--- src/hw/rtl/estmf_pkg.sv ---
// Shared types, constants, microcode program and helper functions of the speed filter.
`default_nettype none

package estmf_pkg;

  // Window geometry
  localparam int WINDOW_SIZE   = 10;
  localparam int TRIM_EACH_END = 2;
  localparam int KEEP_COUNT    = WINDOW_SIZE - 2 * TRIM_EACH_END;
  localparam int WIN_IW        = $clog2(WINDOW_SIZE);

  // Sum of the window, digit-serial divider sizing
  localparam int SUM_W      = 33 + $clog2(WINDOW_SIZE);
  localparam int DIV_DIGITS = (SUM_W + 3) / 4;
  localparam int DIV_W      = 4 * DIV_DIGITS;

  // Arithmetic widths
  localparam int PROD_W  = 64;
  localparam int RND_W   = 48;
  localparam int MUL_W   = 50;
  localparam int ONE_Q16 = 65536;

  // Sequencer sizing
  localparam int CNT_W  = 4;
  localparam int STEP_W = 4;

  localparam logic [WIN_IW-1:0] FILL_LAST = WIN_IW'(WINDOW_SIZE - 1);
  localparam logic [CNT_W-1:0]  SCAN_LAST = CNT_W'(WINDOW_SIZE - 1);
  localparam logic [CNT_W-1:0]  DIV_LAST  = CNT_W'(DIV_DIGITS - 1);

  // Configuration register indexes
  typedef enum logic [1:0] {
    REG_SAMPLE_PERIOD = 2'd0,
    REG_RPM_GAIN      = 2'd1,
    REG_FILTER_ALPHA  = 2'd2
  } reg_idx_t;

  // Datapath operations, one per microcode step
  typedef enum logic [3:0] {
    OP_ACCEPT    = 4'd0,
    OP_MUL_LO    = 4'd1,
    OP_MUL_HI    = 4'd2,
    OP_ROUND     = 4'd3,
    OP_STORE     = 4'd4,
    OP_SCAN_INIT = 4'd5,
    OP_SCAN      = 4'd6,
    OP_TRIM_LO   = 4'd7,
    OP_TRIM_HI   = 4'd8,
    OP_ABS       = 4'd9,
    OP_DIV       = 4'd10,
    OP_AVG       = 4'd11,
    OP_FMUL_NEW  = 4'd12,
    OP_FMUL_OLD  = 4'd13,
    OP_FROUND    = 4'd14,
    OP_EMIT      = 4'd15
  } op_t;

  // Handshake a step waits on
  typedef enum logic [1:0] {
    WT_NONE = 2'd0,
    WT_IN   = 2'd1,
    WT_OUT  = 2'd2
  } wait_t;

  // Jump conditions
  typedef enum logic [2:0] {
    JC_NEXT      = 3'd0,
    JC_ALWAYS    = 3'd1,
    JC_NO_SAMPLE = 3'd2,
    JC_NOT_FULL  = 3'd3,
    JC_SCAN_MORE = 3'd4,
    JC_DIV_MORE  = 3'd5
  } jcond_t;

  // Program addresses
  localparam logic [STEP_W-1:0] ST_ACCEPT    = 4'd0;
  localparam logic [STEP_W-1:0] ST_MUL_LO    = 4'd1;
  localparam logic [STEP_W-1:0] ST_MUL_HI    = 4'd2;
  localparam logic [STEP_W-1:0] ST_ROUND     = 4'd3;
  localparam logic [STEP_W-1:0] ST_STORE     = 4'd4;
  localparam logic [STEP_W-1:0] ST_SCAN_INIT = 4'd5;
  localparam logic [STEP_W-1:0] ST_SCAN      = 4'd6;
  localparam logic [STEP_W-1:0] ST_TRIM_LO   = 4'd7;
  localparam logic [STEP_W-1:0] ST_TRIM_HI   = 4'd8;
  localparam logic [STEP_W-1:0] ST_ABS       = 4'd9;
  localparam logic [STEP_W-1:0] ST_DIV       = 4'd10;
  localparam logic [STEP_W-1:0] ST_AVG       = 4'd11;
  localparam logic [STEP_W-1:0] ST_FMUL_NEW  = 4'd12;
  localparam logic [STEP_W-1:0] ST_FMUL_OLD  = 4'd13;
  localparam logic [STEP_W-1:0] ST_FROUND    = 4'd14;
  localparam logic [STEP_W-1:0] ST_EMIT      = 4'd15;

  // One control word
  typedef struct packed {
    op_t               op;
    wait_t             wt;
    jcond_t            jc;
    logic [STEP_W-1:0] target;
  } ucw_t;

  // Status from the datapath to the sequencer
  typedef struct packed {
    logic sample_due;
    logic not_full;
    logic scan_more;
    logic div_more;
    logic out_free;
  } dp_flags_t;

  // Control from the sequencer to the datapath
  typedef struct packed {
    op_t  op;
    logic fire;
  } seq_ctrl_t;

  // Quotient and remainder of one divider digit
  typedef struct packed {
    logic [3:0] q;
    logic [3:0] r;
  } digit_t;

  // Microcode program
  function automatic ucw_t ucode(input logic [STEP_W-1:0] step);
    ucw_t w;
    unique case (step)
      ST_ACCEPT:    w = '{OP_ACCEPT,    WT_IN,   JC_NO_SAMPLE, ST_EMIT};
      ST_MUL_LO:    w = '{OP_MUL_LO,    WT_NONE, JC_NEXT,      ST_ACCEPT};
      ST_MUL_HI:    w = '{OP_MUL_HI,    WT_NONE, JC_NEXT,      ST_ACCEPT};
      ST_ROUND:     w = '{OP_ROUND,     WT_NONE, JC_NEXT,      ST_ACCEPT};
      ST_STORE:     w = '{OP_STORE,     WT_NONE, JC_NOT_FULL,  ST_EMIT};
      ST_SCAN_INIT: w = '{OP_SCAN_INIT, WT_NONE, JC_NEXT,      ST_ACCEPT};
      ST_SCAN:      w = '{OP_SCAN,      WT_NONE, JC_SCAN_MORE, ST_SCAN};
      ST_TRIM_LO:   w = '{OP_TRIM_LO,   WT_NONE, JC_NEXT,      ST_ACCEPT};
      ST_TRIM_HI:   w = '{OP_TRIM_HI,   WT_NONE, JC_NEXT,      ST_ACCEPT};
      ST_ABS:       w = '{OP_ABS,       WT_NONE, JC_NEXT,      ST_ACCEPT};
      ST_DIV:       w = '{OP_DIV,       WT_NONE, JC_DIV_MORE,  ST_DIV};
      ST_AVG:       w = '{OP_AVG,       WT_NONE, JC_NEXT,      ST_ACCEPT};
      ST_FMUL_NEW:  w = '{OP_FMUL_NEW,  WT_NONE, JC_NEXT,      ST_ACCEPT};
      ST_FMUL_OLD:  w = '{OP_FMUL_OLD,  WT_NONE, JC_NEXT,      ST_ACCEPT};
      ST_FROUND:    w = '{OP_FROUND,    WT_NONE, JC_NEXT,      ST_ACCEPT};
      ST_EMIT:      w = '{OP_EMIT,      WT_OUT,  JC_ALWAYS,    ST_ACCEPT};
      default:      w = '{OP_ACCEPT,    WT_IN,   JC_NO_SAMPLE, ST_EMIT};
    endcase
    return w;
  endfunction

  // One radix-16 digit of a division by the kept sample count
  function automatic digit_t div_digit(input logic [7:0] v);
    digit_t d;
    logic [3:0] q;
    q = 4'd0;
    for (int k = 1; k < 16; k++) begin
      if (32'(v) >= 32'(k * KEEP_COUNT)) q = 4'(k);
    end
    d.q = q;
    d.r = 4'(v - 8'(q * KEEP_COUNT));
    return d;
  endfunction

endpackage

`default_nettype wire

--- src/hw/rtl/estmf_sequencer.sv ---
// Microcode sequencer: step counter, program lookup, waits and conditional jumps.
`default_nettype none

module estmf_sequencer (
  input  wire                      clk,
  input  wire                      rst_n,
  input  wire                      in_tvalid,
  input  estmf_pkg::dp_flags_t     flags,
  output logic                     in_tready,
  output estmf_pkg::seq_ctrl_t     ctrl
);

  logic [estmf_pkg::STEP_W-1:0] step_r;
  logic [estmf_pkg::STEP_W-1:0] step_nxt;
  estmf_pkg::ucw_t              ucw;
  logic                         go;
  logic                         take;

  // Fetch the control word of the current step
  assign ucw = estmf_pkg::ucode(step_r);

  // Hold the step until its handshake is met
  always_comb begin
    unique case (ucw.wt)
      estmf_pkg::WT_NONE: go = 1'b1;
      estmf_pkg::WT_IN:   go = in_tvalid;
      estmf_pkg::WT_OUT:  go = flags.out_free;
      default:            go = 1'b0;
    endcase
  end

  // Evaluate the jump condition
  always_comb begin
    unique case (ucw.jc)
      estmf_pkg::JC_NEXT:      take = 1'b0;
      estmf_pkg::JC_ALWAYS:    take = 1'b1;
      estmf_pkg::JC_NO_SAMPLE: take = !flags.sample_due;
      estmf_pkg::JC_NOT_FULL:  take = flags.not_full;
      estmf_pkg::JC_SCAN_MORE: take = flags.scan_more;
      estmf_pkg::JC_DIV_MORE:  take = flags.div_more;
      default:                 take = 1'b0;
    endcase
  end

  // Advance or jump
  always_comb begin
    step_nxt = step_r;
    if (go) begin
      if (take) begin
        step_nxt = ucw.target;
      end else begin
        step_nxt = step_r + 1'b1;
      end
    end
  end

  always_ff @(posedge clk) begin
    if (!rst_n) begin
      step_r <= estmf_pkg::ST_ACCEPT;
    end else begin
      step_r <= step_nxt;
    end
  end

  assign in_tready = (ucw.wt == estmf_pkg::WT_IN);
  assign ctrl.op   = ucw.op;
  assign ctrl.fire = go;

endmodule

`default_nettype wire

--- src/hw/rtl/estmf_datapath.sv ---
// Datapath: configuration, decimation, scaling, sample window, trimmed mean and low-pass.
`default_nettype none

module estmf_datapath (
  input  wire                      clk,
  input  wire                      rst_n,
  input  estmf_pkg::seq_ctrl_t     ctrl,
  input  wire                      cfg_valid,
  input  wire  [1:0]               cfg_index,
  input  wire  [31:0]              cfg_data,
  input  wire  [31:0]              in_tdata,
  input  wire                      out_tready,
  output estmf_pkg::dp_flags_t     flags,
  output logic                     out_tvalid,
  output logic [63:0]              out_tdata,   // speed_sample [31:0], filtered_speed [63:32]
  output logic [1:0]               out_tuser    // sample_taken [0], speed_updated [1]
);

  localparam int SW = estmf_pkg::SUM_W;
  localparam int DW = estmf_pkg::DIV_W;
  localparam int MW = estmf_pkg::MUL_W;
  localparam int IW = estmf_pkg::WIN_IW;
  localparam int CW = estmf_pkg::CNT_W;
  localparam logic signed [31:0] S32_MAX = 32'sh7fff_ffff;
  localparam logic signed [31:0] S32_MIN = 32'sh8000_0000;

  // Configuration
  logic [7:0]  period_r, period_nxt;
  logic [31:0] gain_r, gain_nxt;
  logic [16:0] alpha_r, alpha_nxt;

  // Channel state
  logic [7:0]        tick_r, tick_nxt;
  logic [31:0]       prev_r, prev_nxt;
  logic [IW-1:0]     fill_r, fill_nxt;
  logic signed [31:0] filt_r, filt_nxt;
  logic signed [31:0] win_r [estmf_pkg::WINDOW_SIZE];
  logic              win_we;

  // Working registers
  logic [31:0]                    pos_r, pos_nxt;
  logic signed [31:0]             diff_r, diff_nxt;
  logic signed [estmf_pkg::PROD_W-1:0] prod_r, prod_nxt;
  logic signed [estmf_pkg::RND_W-1:0]  rnd_r, rnd_nxt;
  logic signed [31:0]             sample_r, sample_nxt;
  logic                           taken_r, taken_nxt;
  logic                           updated_r, updated_nxt;
  logic [CW-1:0]                  cnt_r, cnt_nxt;
  logic signed [SW-1:0]           acc_r, acc_nxt;
  logic signed [31:0]             min1_r, min1_nxt, min2_r, min2_nxt;
  logic signed [31:0]             max1_r, max1_nxt, max2_r, max2_nxt;
  logic                           neg_r, neg_nxt;
  logic [DW-1:0]                  div_r, div_nxt;
  logic [3:0]                     rem_r, rem_nxt;
  logic [DW-1:0]                  quo_r, quo_nxt;
  logic signed [31:0]             avg_r, avg_nxt;
  logic signed [MW-1:0]           facc_r, facc_nxt;

  // Output stage
  logic        out_valid_r, out_valid_nxt;
  logic [63:0] out_data_r, out_data_nxt;
  logic [1:0]  out_user_r, out_user_nxt;

  // Shared multiplier and helpers
  logic signed [31:0]    mul_x;
  logic [16:0]           mul_y;
  logic signed [MW-1:0]  mul_p;
  logic [16:0]           alpha_sat;
  logic [16:0]           alpha_rest;
  logic signed [estmf_pkg::PROD_W-1:0] prod_sum;
  logic signed [MW-1:0]  facc_sum;
  logic signed [31:0]    rnd_sat;
  logic signed [31:0]    scan_v;
  logic signed [SW-1:0]  acc_mag;
  estmf_pkg::digit_t     digit;

  // Clamp the blend weight to one
  assign alpha_sat  = (alpha_r > 17'(estmf_pkg::ONE_Q16)) ? 17'(estmf_pkg::ONE_Q16) : alpha_r;
  assign alpha_rest = 17'(estmf_pkg::ONE_Q16) - alpha_sat;

  // Select multiplier operands by operation
  always_comb begin
    unique case (ctrl.op)
      estmf_pkg::OP_MUL_LO:   begin mul_x = diff_r; mul_y = {1'b0, gain_r[15:0]};  end
      estmf_pkg::OP_MUL_HI:   begin mul_x = diff_r; mul_y = {1'b0, gain_r[31:16]}; end
      estmf_pkg::OP_FMUL_NEW: begin mul_x = avg_r;  mul_y = alpha_sat;             end
      default:                begin mul_x = filt_r; mul_y = alpha_rest;            end
    endcase
  end

  assign mul_p = mul_x * $signed({1'b0, mul_y});

  // Round-to-nearest biases, ties away from zero
  assign prod_sum = prod_r + (prod_r[estmf_pkg::PROD_W-1] ? 64'sd32767 : 64'sd32768);
  assign facc_sum = facc_r + (facc_r[MW-1] ? MW'(32767) : MW'(32768));

  // Saturate the rounded sample to 32 bits
  always_comb begin
    if (rnd_r[estmf_pkg::RND_W-1:31] == '0 || rnd_r[estmf_pkg::RND_W-1:31] == '1) begin
      rnd_sat = rnd_r[31:0];
    end else if (rnd_r[estmf_pkg::RND_W-1]) begin
      rnd_sat = S32_MIN;
    end else begin
      rnd_sat = S32_MAX;
    end
  end

  assign scan_v  = win_r[cnt_r[IW-1:0]];
  assign acc_mag = acc_r[SW-1] ? -acc_r : acc_r;
  assign digit   = estmf_pkg::div_digit({rem_r, div_r[DW-1 -: 4]});

  // Next-state logic
  always_comb begin
    period_nxt  = period_r;
    gain_nxt    = gain_r;
    alpha_nxt   = alpha_r;
    tick_nxt    = tick_r;
    prev_nxt    = prev_r;
    fill_nxt    = fill_r;
    filt_nxt    = filt_r;
    win_we      = 1'b0;
    pos_nxt     = pos_r;
    diff_nxt    = diff_r;
    prod_nxt    = prod_r;
    rnd_nxt     = rnd_r;
    sample_nxt  = sample_r;
    taken_nxt   = taken_r;
    updated_nxt = updated_r;
    cnt_nxt     = cnt_r;
    acc_nxt     = acc_r;
    min1_nxt    = min1_r;
    min2_nxt    = min2_r;
    max1_nxt    = max1_r;
    max2_nxt    = max2_r;
    neg_nxt     = neg_r;
    div_nxt     = div_r;
    rem_nxt     = rem_r;
    quo_nxt     = quo_r;
    avg_nxt     = avg_r;
    facc_nxt    = facc_r;
    out_data_nxt  = out_data_r;
    out_user_nxt  = out_user_r;
    out_valid_nxt = out_valid_r & ~out_tready;

    // Take configuration writes
    if (cfg_valid) begin
      unique case (estmf_pkg::reg_idx_t'(cfg_index))
        estmf_pkg::REG_SAMPLE_PERIOD: period_nxt = cfg_data[7:0];
        estmf_pkg::REG_RPM_GAIN:      gain_nxt   = cfg_data;
        estmf_pkg::REG_FILTER_ALPHA:  alpha_nxt  = cfg_data[16:0];
        default: ;
      endcase
    end

    // Execute the current microcode step
    if (ctrl.fire) begin
      unique case (ctrl.op)
        estmf_pkg::OP_ACCEPT: begin
          pos_nxt     = in_tdata;
          diff_nxt    = in_tdata - prev_r;
          taken_nxt   = (tick_r == period_r);
          updated_nxt = 1'b0;
          sample_nxt  = '0;
        end
        estmf_pkg::OP_MUL_LO: begin
          prod_nxt = {{(estmf_pkg::PROD_W - MW){mul_p[MW-1]}}, mul_p};
        end
        estmf_pkg::OP_MUL_HI: begin
          prod_nxt = prod_r + {mul_p[47:0], 16'd0};
        end
        estmf_pkg::OP_ROUND: begin
          rnd_nxt = prod_sum[estmf_pkg::PROD_W-1:16];
        end
        estmf_pkg::OP_STORE: begin
          sample_nxt = rnd_sat;
          win_we     = 1'b1;
          prev_nxt   = pos_r;
          fill_nxt   = (fill_r == estmf_pkg::FILL_LAST) ? '0 : fill_r + 1'b1;
        end
        estmf_pkg::OP_SCAN_INIT: begin
          cnt_nxt  = '0;
          acc_nxt  = '0;
          min1_nxt = S32_MAX;
          min2_nxt = S32_MAX;
          max1_nxt = S32_MIN;
          max2_nxt = S32_MIN;
        end
        estmf_pkg::OP_SCAN: begin
          // Accumulate and track the two lowest and two highest samples
          acc_nxt = acc_r + {{(SW - 32){scan_v[31]}}, scan_v};
          if (scan_v < min1_r) begin
            min2_nxt = min1_r;
            min1_nxt = scan_v;
          end else if (scan_v < min2_r) begin
            min2_nxt = scan_v;
          end
          if (scan_v > max1_r) begin
            max2_nxt = max1_r;
            max1_nxt = scan_v;
          end else if (scan_v > max2_r) begin
            max2_nxt = scan_v;
          end
          cnt_nxt = cnt_r + 1'b1;
        end
        estmf_pkg::OP_TRIM_LO: begin
          acc_nxt = acc_r - {{(SW - 32){min1_r[31]}}, min1_r}
                          - {{(SW - 32){min2_r[31]}}, min2_r};
        end
        estmf_pkg::OP_TRIM_HI: begin
          acc_nxt = acc_r - {{(SW - 32){max1_r[31]}}, max1_r}
                          - {{(SW - 32){max2_r[31]}}, max2_r};
        end
        estmf_pkg::OP_ABS: begin
          neg_nxt = acc_r[SW-1];
          div_nxt = DW'(unsigned'(acc_mag)) + DW'(estmf_pkg::KEEP_COUNT / 2);
          rem_nxt = '0;
          cnt_nxt = '0;
        end
        estmf_pkg::OP_DIV: begin
          // One quotient digit per step, most significant first
          quo_nxt = {quo_r[DW-5:0], digit.q};
          rem_nxt = digit.r;
          div_nxt = {div_r[DW-5:0], 4'd0};
          cnt_nxt = cnt_r + 1'b1;
        end
        estmf_pkg::OP_AVG: begin
          if (neg_r) begin
            avg_nxt = (quo_r > DW'(64'h8000_0000)) ? S32_MIN : 32'(32'd0 - quo_r[31:0]);
          end else begin
            avg_nxt = (quo_r > DW'(64'h7fff_ffff)) ? S32_MAX : quo_r[31:0];
          end
        end
        estmf_pkg::OP_FMUL_NEW: begin
          facc_nxt = mul_p;
        end
        estmf_pkg::OP_FMUL_OLD: begin
          facc_nxt = facc_r + mul_p;
        end
        estmf_pkg::OP_FROUND: begin
          filt_nxt    = facc_sum[47:16];
          updated_nxt = 1'b1;
        end
        estmf_pkg::OP_EMIT: begin
          out_data_nxt  = {filt_r, sample_r};
          out_user_nxt  = {updated_r, taken_r};
          out_valid_nxt = 1'b1;
          tick_nxt      = taken_r ? 8'd1 : tick_r + 8'd1;
        end
      endcase
    end
  end

  // Control and channel state
  always_ff @(posedge clk) begin
    if (!rst_n) begin
      period_r    <= 8'd5;
      gain_r      <= 32'd65536;
      alpha_r     <= 17'd31457;
      tick_r      <= '0;
      prev_r      <= '0;
      fill_r      <= '0;
      filt_r      <= '0;
      out_valid_r <= 1'b0;
    end else begin
      period_r    <= period_nxt;
      gain_r      <= gain_nxt;
      alpha_r     <= alpha_nxt;
      tick_r      <= tick_nxt;
      prev_r      <= prev_nxt;
      fill_r      <= fill_nxt;
      filt_r      <= filt_nxt;
      out_valid_r <= out_valid_nxt;
    end
  end

  // Working and payload registers
  always_ff @(posedge clk) begin
    pos_r      <= pos_nxt;
    diff_r     <= diff_nxt;
    prod_r     <= prod_nxt;
    rnd_r      <= rnd_nxt;
    sample_r   <= sample_nxt;
    taken_r    <= taken_nxt;
    updated_r  <= updated_nxt;
    cnt_r      <= cnt_nxt;
    acc_r      <= acc_nxt;
    min1_r     <= min1_nxt;
    min2_r     <= min2_nxt;
    max1_r     <= max1_nxt;
    max2_r     <= max2_nxt;
    neg_r      <= neg_nxt;
    div_r      <= div_nxt;
    rem_r      <= rem_nxt;
    quo_r      <= quo_nxt;
    avg_r      <= avg_nxt;
    facc_r     <= facc_nxt;
    out_data_r <= out_data_nxt;
    out_user_r <= out_user_nxt;
  end

  // Sample window, written at the fill index
  always_ff @(posedge clk) begin
    if (win_we) begin
      win_r[fill_r] <= rnd_sat;
    end
  end

  // Status to the sequencer
  assign flags.sample_due = (tick_r == period_r);
  assign flags.not_full   = (fill_r != estmf_pkg::FILL_LAST);
  assign flags.scan_more  = (cnt_r != estmf_pkg::SCAN_LAST);
  assign flags.div_more   = (cnt_r != estmf_pkg::DIV_LAST);
  assign flags.out_free   = !out_valid_r || out_tready;

  assign out_tvalid = out_valid_r;
  assign out_tdata  = out_data_r;
  assign out_tuser  = out_user_r;

endmodule

`default_nettype wire

--- src/hw/rtl/encoder_speed_trimmed_mean_filter_core.sv ---
// Top level of the encoder speed estimator with trimmed-mean and low-pass filtering.
// Each input item is one tick carrying the extended encoder position; each tick gives one
// result item. Every sample_period ticks the position change is scaled by rpm_gain into a
// Q16.16 rpm sample and stored in a ten-entry window; when the window fills, the two lowest
// and two highest samples are dropped, the other six averaged and blended into the filtered
// speed with weight filter_alpha. A microcoded sequencer runs the datapath one step per
// cycle unless a step waits on a handshake: a plain tick runs accept and emit, a sample tick
// adds multiply, round and store, and the tick that completes the window adds scan, trim,
// divide, average and blend; the scan reads one window entry a cycle, the divider makes one
// radix-16 digit a cycle. A result waiting on out_tready adds its wait to the next item. The
// user writes configuration registers via the cfg channel while idle; the block does not check.
`default_nettype none

module encoder_speed_trimmed_mean_filter_core (
  input  wire         clk,
  input  wire         rst_n,
  // Configuration write channel
  input  wire         cfg_valid,
  output logic        cfg_ready,
  input  wire  [1:0]  cfg_index,
  input  wire  [31:0] cfg_data,
  // Tick items
  input  wire         in_tvalid,
  output logic        in_tready,
  input  wire  [31:0] in_tdata,    // position_count [31:0]
  // Result items
  output logic        out_tvalid,
  input  wire         out_tready,
  output logic [63:0] out_tdata,   // speed_sample [31:0], filtered_speed [63:32]
  output logic [1:0]  out_tuser    // sample_taken [0], speed_updated [1]
);

  estmf_pkg::seq_ctrl_t ctrl;
  estmf_pkg::dp_flags_t flags;

  // Registers accept a write every cycle
  assign cfg_ready = 1'b1;

  estmf_sequencer u_seq (
    .clk       (clk),
    .rst_n     (rst_n),
    .in_tvalid (in_tvalid),
    .flags     (flags),
    .in_tready (in_tready),
    .ctrl      (ctrl)
  );

  estmf_datapath u_dp (
    .clk        (clk),
    .rst_n      (rst_n),
    .ctrl       (ctrl),
    .cfg_valid  (cfg_valid),
    .cfg_index  (cfg_index),
    .cfg_data   (cfg_data),
    .in_tdata   (in_tdata),
    .out_tready (out_tready),
    .flags      (flags),
    .out_tvalid (out_tvalid),
    .out_tdata  (out_tdata),
    .out_tuser  (out_tuser)
  );

endmodule

`default_nettype wire
--- config.mk ---
export PLATFORM = sky130hd
export DESIGN_NAME = encoder_speed_trimmed_mean_filter_core
export DESIGN_NICKNAME = d
export VERILOG_FILES = /design/src/hw/rtl/estmf_pkg.sv /design/src/hw/rtl/estmf_sequencer.sv /design/src/hw/rtl/estmf_datapath.sv /design/src/hw/rtl/encoder_speed_trimmed_mean_filter_core.sv
export SDC_FILE = /design/constraint.sdc
export NUM_CORES = 2
export LEC_CHECK = 0
export ABC_AREA = 0
export CAP_MARGIN = 20
export CORE_MARGIN = 1.5
export CORE_UTILIZATION = 50
export DETAILED_ROUTE_END_ITERATION = 7
export DONT_BUFFER_PORTS = 1
export GPL_ROUTABILITY_DRIVEN = 0
export PLACE_DENSITY = 0.77
export SYNTH_ARGS = -nofsm -noshare
export SYNTH_HDL_FRONTEND = slang
export SYNTH_SLANG_ARGS = --single-unit
--- constraint.sdc ---
create_clock -name clk -period 22.3 [get_ports clk]
set_input_delay 3.345 -clock clk [delete_from_list [all_inputs] [get_ports clk]]
set_output_delay 3.345 -clock clk [all_outputs]
set_load 0.01 [all_outputs]
# Word level (Yosys, flattened, before mapping)
# Memory sizes are Yosys's and may differ from the RTL's. A register that Yosys moved wholly into a read port is not among the register bits.
# Index checks and enable logic that the tools add are counted.
[word_totals]
reg_bits = 750
latch_bits = 0
mem_bits_rw = 320
romBits = 208
input_bits = 71
output_inout_bits = 69
word_cells = 210
memories = 2
[op_classes]
n_addsub = 19
n_mul = 2
n_div = 0
magnitude_cmp = 22
n_eq_ne = 33
shift = 0
n_mux = 58
n_bitwise = 2
n_reduce_logical = 42
[memory_table]
columns = ["name", "depth", "width", "read_ports", "rd_ports_with_merged_regs", "wr", "line", "source"]
rows = [
  ["u_dp.win_r", 10, 32, 1, 1, 1, "estmf_datapath.sv:37", "logic signed [31:0] win_r [estmf_pkg::WINDOW_SIZE];"],
  ["(name not given)", 16, 13, 1, 1, 0, "estmf_pkg.sv:125", "unique case (step)"],
]
[op_table]
columns = ["cell", "n"]
rows = [
  ["case mux 32 bit (2 select lines)", 6],
  ["2-to-1 mux 32 bit", 11],
  ["case mux 37 bit (4 select lines)", 1],
  ["subtractor 37 bit", 4],
  ["adder 64 bit", 2],
  ["case mux 64 bit (2 select lines)", 1],
  ["case mux 50 bit (2 select lines)", 1],
  ["case mux 40 bit (2 select lines)", 1],
  ["greater-than comparator 32 bit", 2],
  ["< comparator 32 bit", 2],
  ["2-to-1 mux 4 bit", 13],
  ["case mux 17 bit (3 select lines)", 1],
  ["adder 50 bit", 1],
  ["multiplier 32 x 18 -> 50 bit", 1],
  ["adder 48 bit", 1],
  [">= comparator 8 x 6 -> 1 bit, second input constant", 5],
  [">= comparator 8 x 7 -> 1 bit, second input constant", 5],
  ["greater-than comparator 40 x 31 -> 1 bit, second input constant", 1],
  ["greater-than comparator 40 x 32 -> 1 bit, second input constant", 1],
  ["adder 37 x 2 -> 38 bit, second input constant", 1],
  ["adder 37 bit", 1],
  ["2-to-1 mux 37 bit", 1],
  ["negation 37 bit", 1],
  ["== test 4 bit, second input constant", 9],
  ["46 further kinds", 105],
]

# Logic depth before layout (Yosys ltp)
[logic_depth]
ltp_word = 19
ltp_mapped = 52

# Cells and area by module
# From an unflattened synthesis, not the netlist that was laid out.
[unflattened]
cells_unflattened = 8074
hier_area_um2 = 82325.2
[by_module_without_submodules]
columns = ["mod", "n_inst", "cells_each", "area_per_inst_um2"]
rows = [
  ["estmf_datapath", 1, 7982, 81488.2],
  ["estmf_sequencer", 1, 90, 825.8],
  ["encoder_speed_trimmed_mean_filter_core", 1, 2, 11.3],
]

# Worst setup path before layout
# Ideal clock, no wire load.
[synth_path]
path_kind = "flip-flop to flip-flop"
from = "reg u_dp.alpha_r[2]"
to = "reg u_dp.prod_r[61] (netlist name) (data pin)"
setup_time_ns = 0.270
t_arrival_ns = 11.492
required_ns = 22.030
path_slack_ns = 10.538
path_stages_with_launch = 51
path_buffers = 3
period_less_slack_ns = 11.762
cell_sequence = "dfxtp_1 nor3_1 nand4b_1 or3_1 or3_1 or3_1 o21ai_1 clkbuf_1 nand2_1 ha_1 clkbuf_1 o21ai_0 a221oi_1 a221oi_1 a21o_1 clkbuf_1 nor2_1 fa_1 [15 not listed] nand3_1 nand2_1 a21oi_1 o21bai_1 xnor2_1 inv_1 ha_1 a21oi_1 o21bai_1 a2111oi_0 nor2_1 o41a_1 a221oi_1 a221o_1 o211ai_1 o41ai_1 xor2_1 o21ai_0"
[synth_between]
elab_chain_cells = 7
[synth_lines]
columns = ["element", "line", "source"]
rows = [
  ["start, declared", "estmf_datapath.sv:30", "logic [16:0] alpha_r, alpha_nxt;"],
  ["start signal, assigned", "estmf_datapath.sv:267", "alpha_r <= alpha_nxt;"],
  ["greater-than comparator 17 bit", "estmf_datapath.sv:78", "assign alpha_sat = (alpha_r > 17'(estmf_pkg::ONE_Q16)) ? 17'(estmf_pkg::ONE_Q16) : alpha_r;"],
  ["2-to-1 mux 17 bit *", "estmf_datapath.sv:78", ""],
  ["subtractor 17 bit", "estmf_datapath.sv:79", "assign alpha_rest = 17'(estmf_pkg::ONE_Q16) - alpha_sat;"],
  ["case mux 17 bit (3 select lines) *", "estmf_datapath.sv:83", "unique case (ctrl.op)"],
  ["multiplier 32 x 18 -> 50 bit *", "estmf_datapath.sv:91", "assign mul_p = mul_x * $signed({1'b0, mul_y});"],
  ["adder 64 bit", "estmf_datapath.sv:169", "prod_nxt = prod_r + {mul_p[47:0], 16'd0};"],
  ["case mux 64 bit (2 select lines) *", "estmf_datapath.sv:157", "unique case (ctrl.op)"],
  ["end signal, assigned", "estmf_datapath.sv:280", "prod_r <= prod_nxt;"],
  ["end, declared", "estmf_datapath.sv:43", "logic signed [estmf_pkg::PROD_W-1:0] prod_r, prod_nxt;"],
]
# Mark *: on every way between the ends. The rest lies on a longest branch, timed or not.
# A chain may end at the register's enable or synchronous reset.

# Final worst setup path
# Ends and elaborated chain as after synthesis.

==> impl_metrics.json <==
{
  "ant_nets": 0,
  "numClockSinks": 1086,
  "status": "complete, no violations",
  "critPathMostFrequentCell": "inv_1",
  "whs_ns": 0.4218,
  "drcViolationCount": 0,
  "die_h_um": 407.8,
  "dp_cells": 9954,
  "fin_nets": 9093,
  "cap_viol_max_count": 0,
  "vias_per_cell": 6.033,
  "synth_top_family_by_area": "adder cells",
  "syn_area_mm2": 0.08194,
  "synth.area.mux_share_pct": 3.312,
  "die-area_mm2": 0.1663,
  "dieWidth_um": 407.8,
  "hold_path.class": "flip-flop to flip-flop",
  "critical_path_class": "flip-flop to flip-flop",
  "final_min_period_over_clock_period_pct": 63.85,
  "setup_viol": 0,
  "synth_cells": 7973,
  "synth_adder_area_share_pct": 22.69,
  "cts_buffer_depth": 3,
  "rsz0062_at_grt": "false",
  "cp_num_buf_inv": 6,
  "dr.first_iter.drc_count": 5982,
  "antenna_found_initial": 9,
  "synth.ff_latch_count": 1086,
  "firstDrtPassIters": 6,
  "cts_inserted_buffers": 112,
  "rows": 148,
  "cts_tree": "done",
  "place_hpwl_um": 166500,
  "synth_compound_area_share_pct": 12.97,
  "setup_ws_ns": 8.061,
  "syn-num-nets": 9171,
  "tightest_slew_ns": 1.245,
  "start_util_pct": 50.34,
  "numPortBuffers": 0,
  "grt.overflow.total": 0,
  "grt_pass1_vias": 61470,
  "drive_gt1_share_pct": 6.268,
  "grt_pass1_wl_um": 346900,
  "cp_slowest_cell": "a22o_1",
  "critical-path-top-delay-family": "compound AO/OA/AOI/OAI gates",
  "synth-xor-area-share_pct": 4.553,
  "ios": 140,
  "cpPeakStageDelay_ns": 0.86,
  "cts_max_level": 3,
  "use_met1_pct": 33.05,
  "clock_latency_ns": 0.79,
  "routed_wl_um": 224200,
  "grt.busiest_layer": "met2",
  "ctsHoldBuffers": 0,
  "seq_area_frac_synth_pct": 37.92,
  "cp.required_ns": 22.82,
  "relSlewSlack_pct": 17.03,
  "cts_setup_buffers": 0,
  "synth_cell_types": 88,
  "async_reset_ff_share_pct": 0,
  "syn_to_final_growth_pct": 8.128,
  "ys_warn_count": 0,
  "synth_top_flop_cell": "edfxtp_1",
  "cts_root_buf": "clkbuf_16",
  "place_ws_ns": 8.287,
  "period_needed_ns": 14.24,
  "layout.cells.non_filler": 10170,
  "final_hold_viol_count": 0,
  "arrival_ns": 14.76,
  "skew_ns": 0.08043,
  "cp-end-kind": "flip-flop",
  "vias": 61370,
  "globalRouteMet2Util_pct": 43.23,
  "core-area_mm2": 0.1628,
  "max_freq_ghz": 0.07023,
  "fillers": 13590,
  "met3_usage_pct": 5.490,
  "cp-start-kind": "flip-flop",
  "fin_tns_setup_ns": 0,
  "grtUsageTotal_pct": 26.58,
  "synth_simple_gate_area_share_pct": 12.92,
  "path_clk_slew_ns": 0.06,
  "cts.repair.resized": 0,
  "crit_path_max_fanout": 21,
  "avgSynthCellArea_um2": 10.28,
  "grt_start_max_net_pins": 82,
  "slew_violations": 0,
  "drt-wirelength-per-cell_um": 22.04,
  "synth_edf_count": 932
}
-- worst register-to-register path, delay by kind of cell, from the launching register on --
kind                       cells  cell delay, ns
AOI/OAI and AO/OA             20            5.73
xor gates and xnor gates       2            0.51
adders and majority gates      9            4.11
buffers and inverters          6            0.41
DFF                            1            0.36
and+or+nand+nor               12            2.86
-- cells in the final DEF, fill, tap and decap left out, types with 117 or more instances in the layout --
cell type,synthesis,final
edfxtp_1,932,932
inv_1,911,911
nand2_1,863,859
fa_1,598,598
nor2_1,561,546
ha_1,529,529
a21oi_1,460,447
o21ai_0,359,354
xnor2_1,266,266
a21o_1,241,241
xor2_1,160,160
dfxtp_1,154,150
nor2b_1,125,125
nand3_1,126,124
buf_4,1,122
mux2i_1,117,117
-- cells by family (layout without fill, tap and decap cells) --
logic type      Yosys count  in the layout
buf+inv                1229           1249
fa+ha+maj              1127           1127
xor+xnor                426            426
simple gates           2274           2274
mux                     190            190
flops                  1086           1086
other cells               1              4
compound gates         1640           1640
-- sequential cells by signal, summed over array words and instances (netlist names), 37 cells and up, named ones only --
signal and cells:
u_dp.acc_r 37, u_dp.div_r 40, u_dp.facc_r 50, u_dp.out_tdata 64
u_dp.prod_r 64, u_dp.quo_r 40, u_dp.rnd_r 48, u_dp.win_r 320
-- per-stage QoR --
step / instance area, um^2 / util (%)
2_1_floorplan: 81940 / -
3_3_place_gp: 84710 / 52.04
3_5_place_dp: 84710 / 52.04
4_1_cts: 88560 / 54.41
5_1_grt: 88590 / 54.43
6_report: 88600 / 54.43
-- final cells by class --
type	instances	area (um^2)	share of cell area, %
Inverter	913	3430	3.871
Sequential cell	1086	31080	35.08
Tap cell	2175	2721	3.072
Timing Repair Buffer	124	947.2	1.069
Clock buffer	129	2919	3.295
Antenna cell	3	7.507	0.008473
Clock inverter	83	929.6	1.049
Multi-Input combinational cell	5658	46570	52.56
-- worst paths after layout --
check	startpoint	depth (start not counted)	to	slack, ns
max	u_dp.alpha_r[2]	49	u_dp.prod_r[61]	8.06
min	u_dp.sample_r[12]	0	u_dp.out_tdata[12]	0.42
min reg2reg	u_dp.sample_r[12]	0	u_dp.out_tdata[12]	0.42
max reg2reg	u_dp.alpha_r[2]	49	u_dp.prod_r[61]	8.06
-- routing by layer --
| metal | part of all wire (%) | vias to the layer above |
|---|---|---|
| li1 | - | 27620 |
| met1 | 38 | 30170 |
| met2 | 47 | 2841 |
| met3 | 9.2 | 733 |
| met4 | 6.2 | 4 |
| met5 | 0.0080 | - |
-- Yosys cell counts, types with 40 or more instances --
| master | n | area [um^2] |
|---|---|---|
| xor2_1 | 160 | 1401 |
| a21oi_1 | 460 | 2302 |
| and3_1 | 44 | 275.3 |
| nand3_1 | 126 | 630.6 |
| xnor2_1 | 266 | 2330 |
| a211oi_1 | 73 | 548.0 |
| and2_1 | 96 | 600.6 |
| nand2_1 | 863 | 3239 |
| mux2i_1 | 117 | 1171 |
| nor3_1 | 104 | 520.5 |
| nor2b_1 | 125 | 782.0 |
| fa_1 | 598 | 11970 |
| a221o_1 | 48 | 480.5 |
| nor2_1 | 561 | 2106 |
| o21ai_0 | 359 | 1797 |
| inv_1 | 911 | 3420 |
| ha_1 | 529 | 6619 |
| mux4_2 | 64 | 1441 |
| o21bai_1 | 47 | 352.8 |
| o21a_1 | 62 | 465.5 |
| a21o_1 | 241 | 1809 |
| edfxtp_1 | 932 | 27990 |
| nand2b_1 | 105 | 656.9 |
| a221oi_1 | 44 | 385.4 |
| nand4_1 | 70 | 437.9 |
| dfxtp_1 | 154 | 3083 |
| or3_1 | 40 | 250.2 |
| clkbuf_1 | 290 | 1089 |
Power is left out: the tool's default activity adds up to more than one toggle a clock period on the data nets, which glitch-free logic cannot reach.
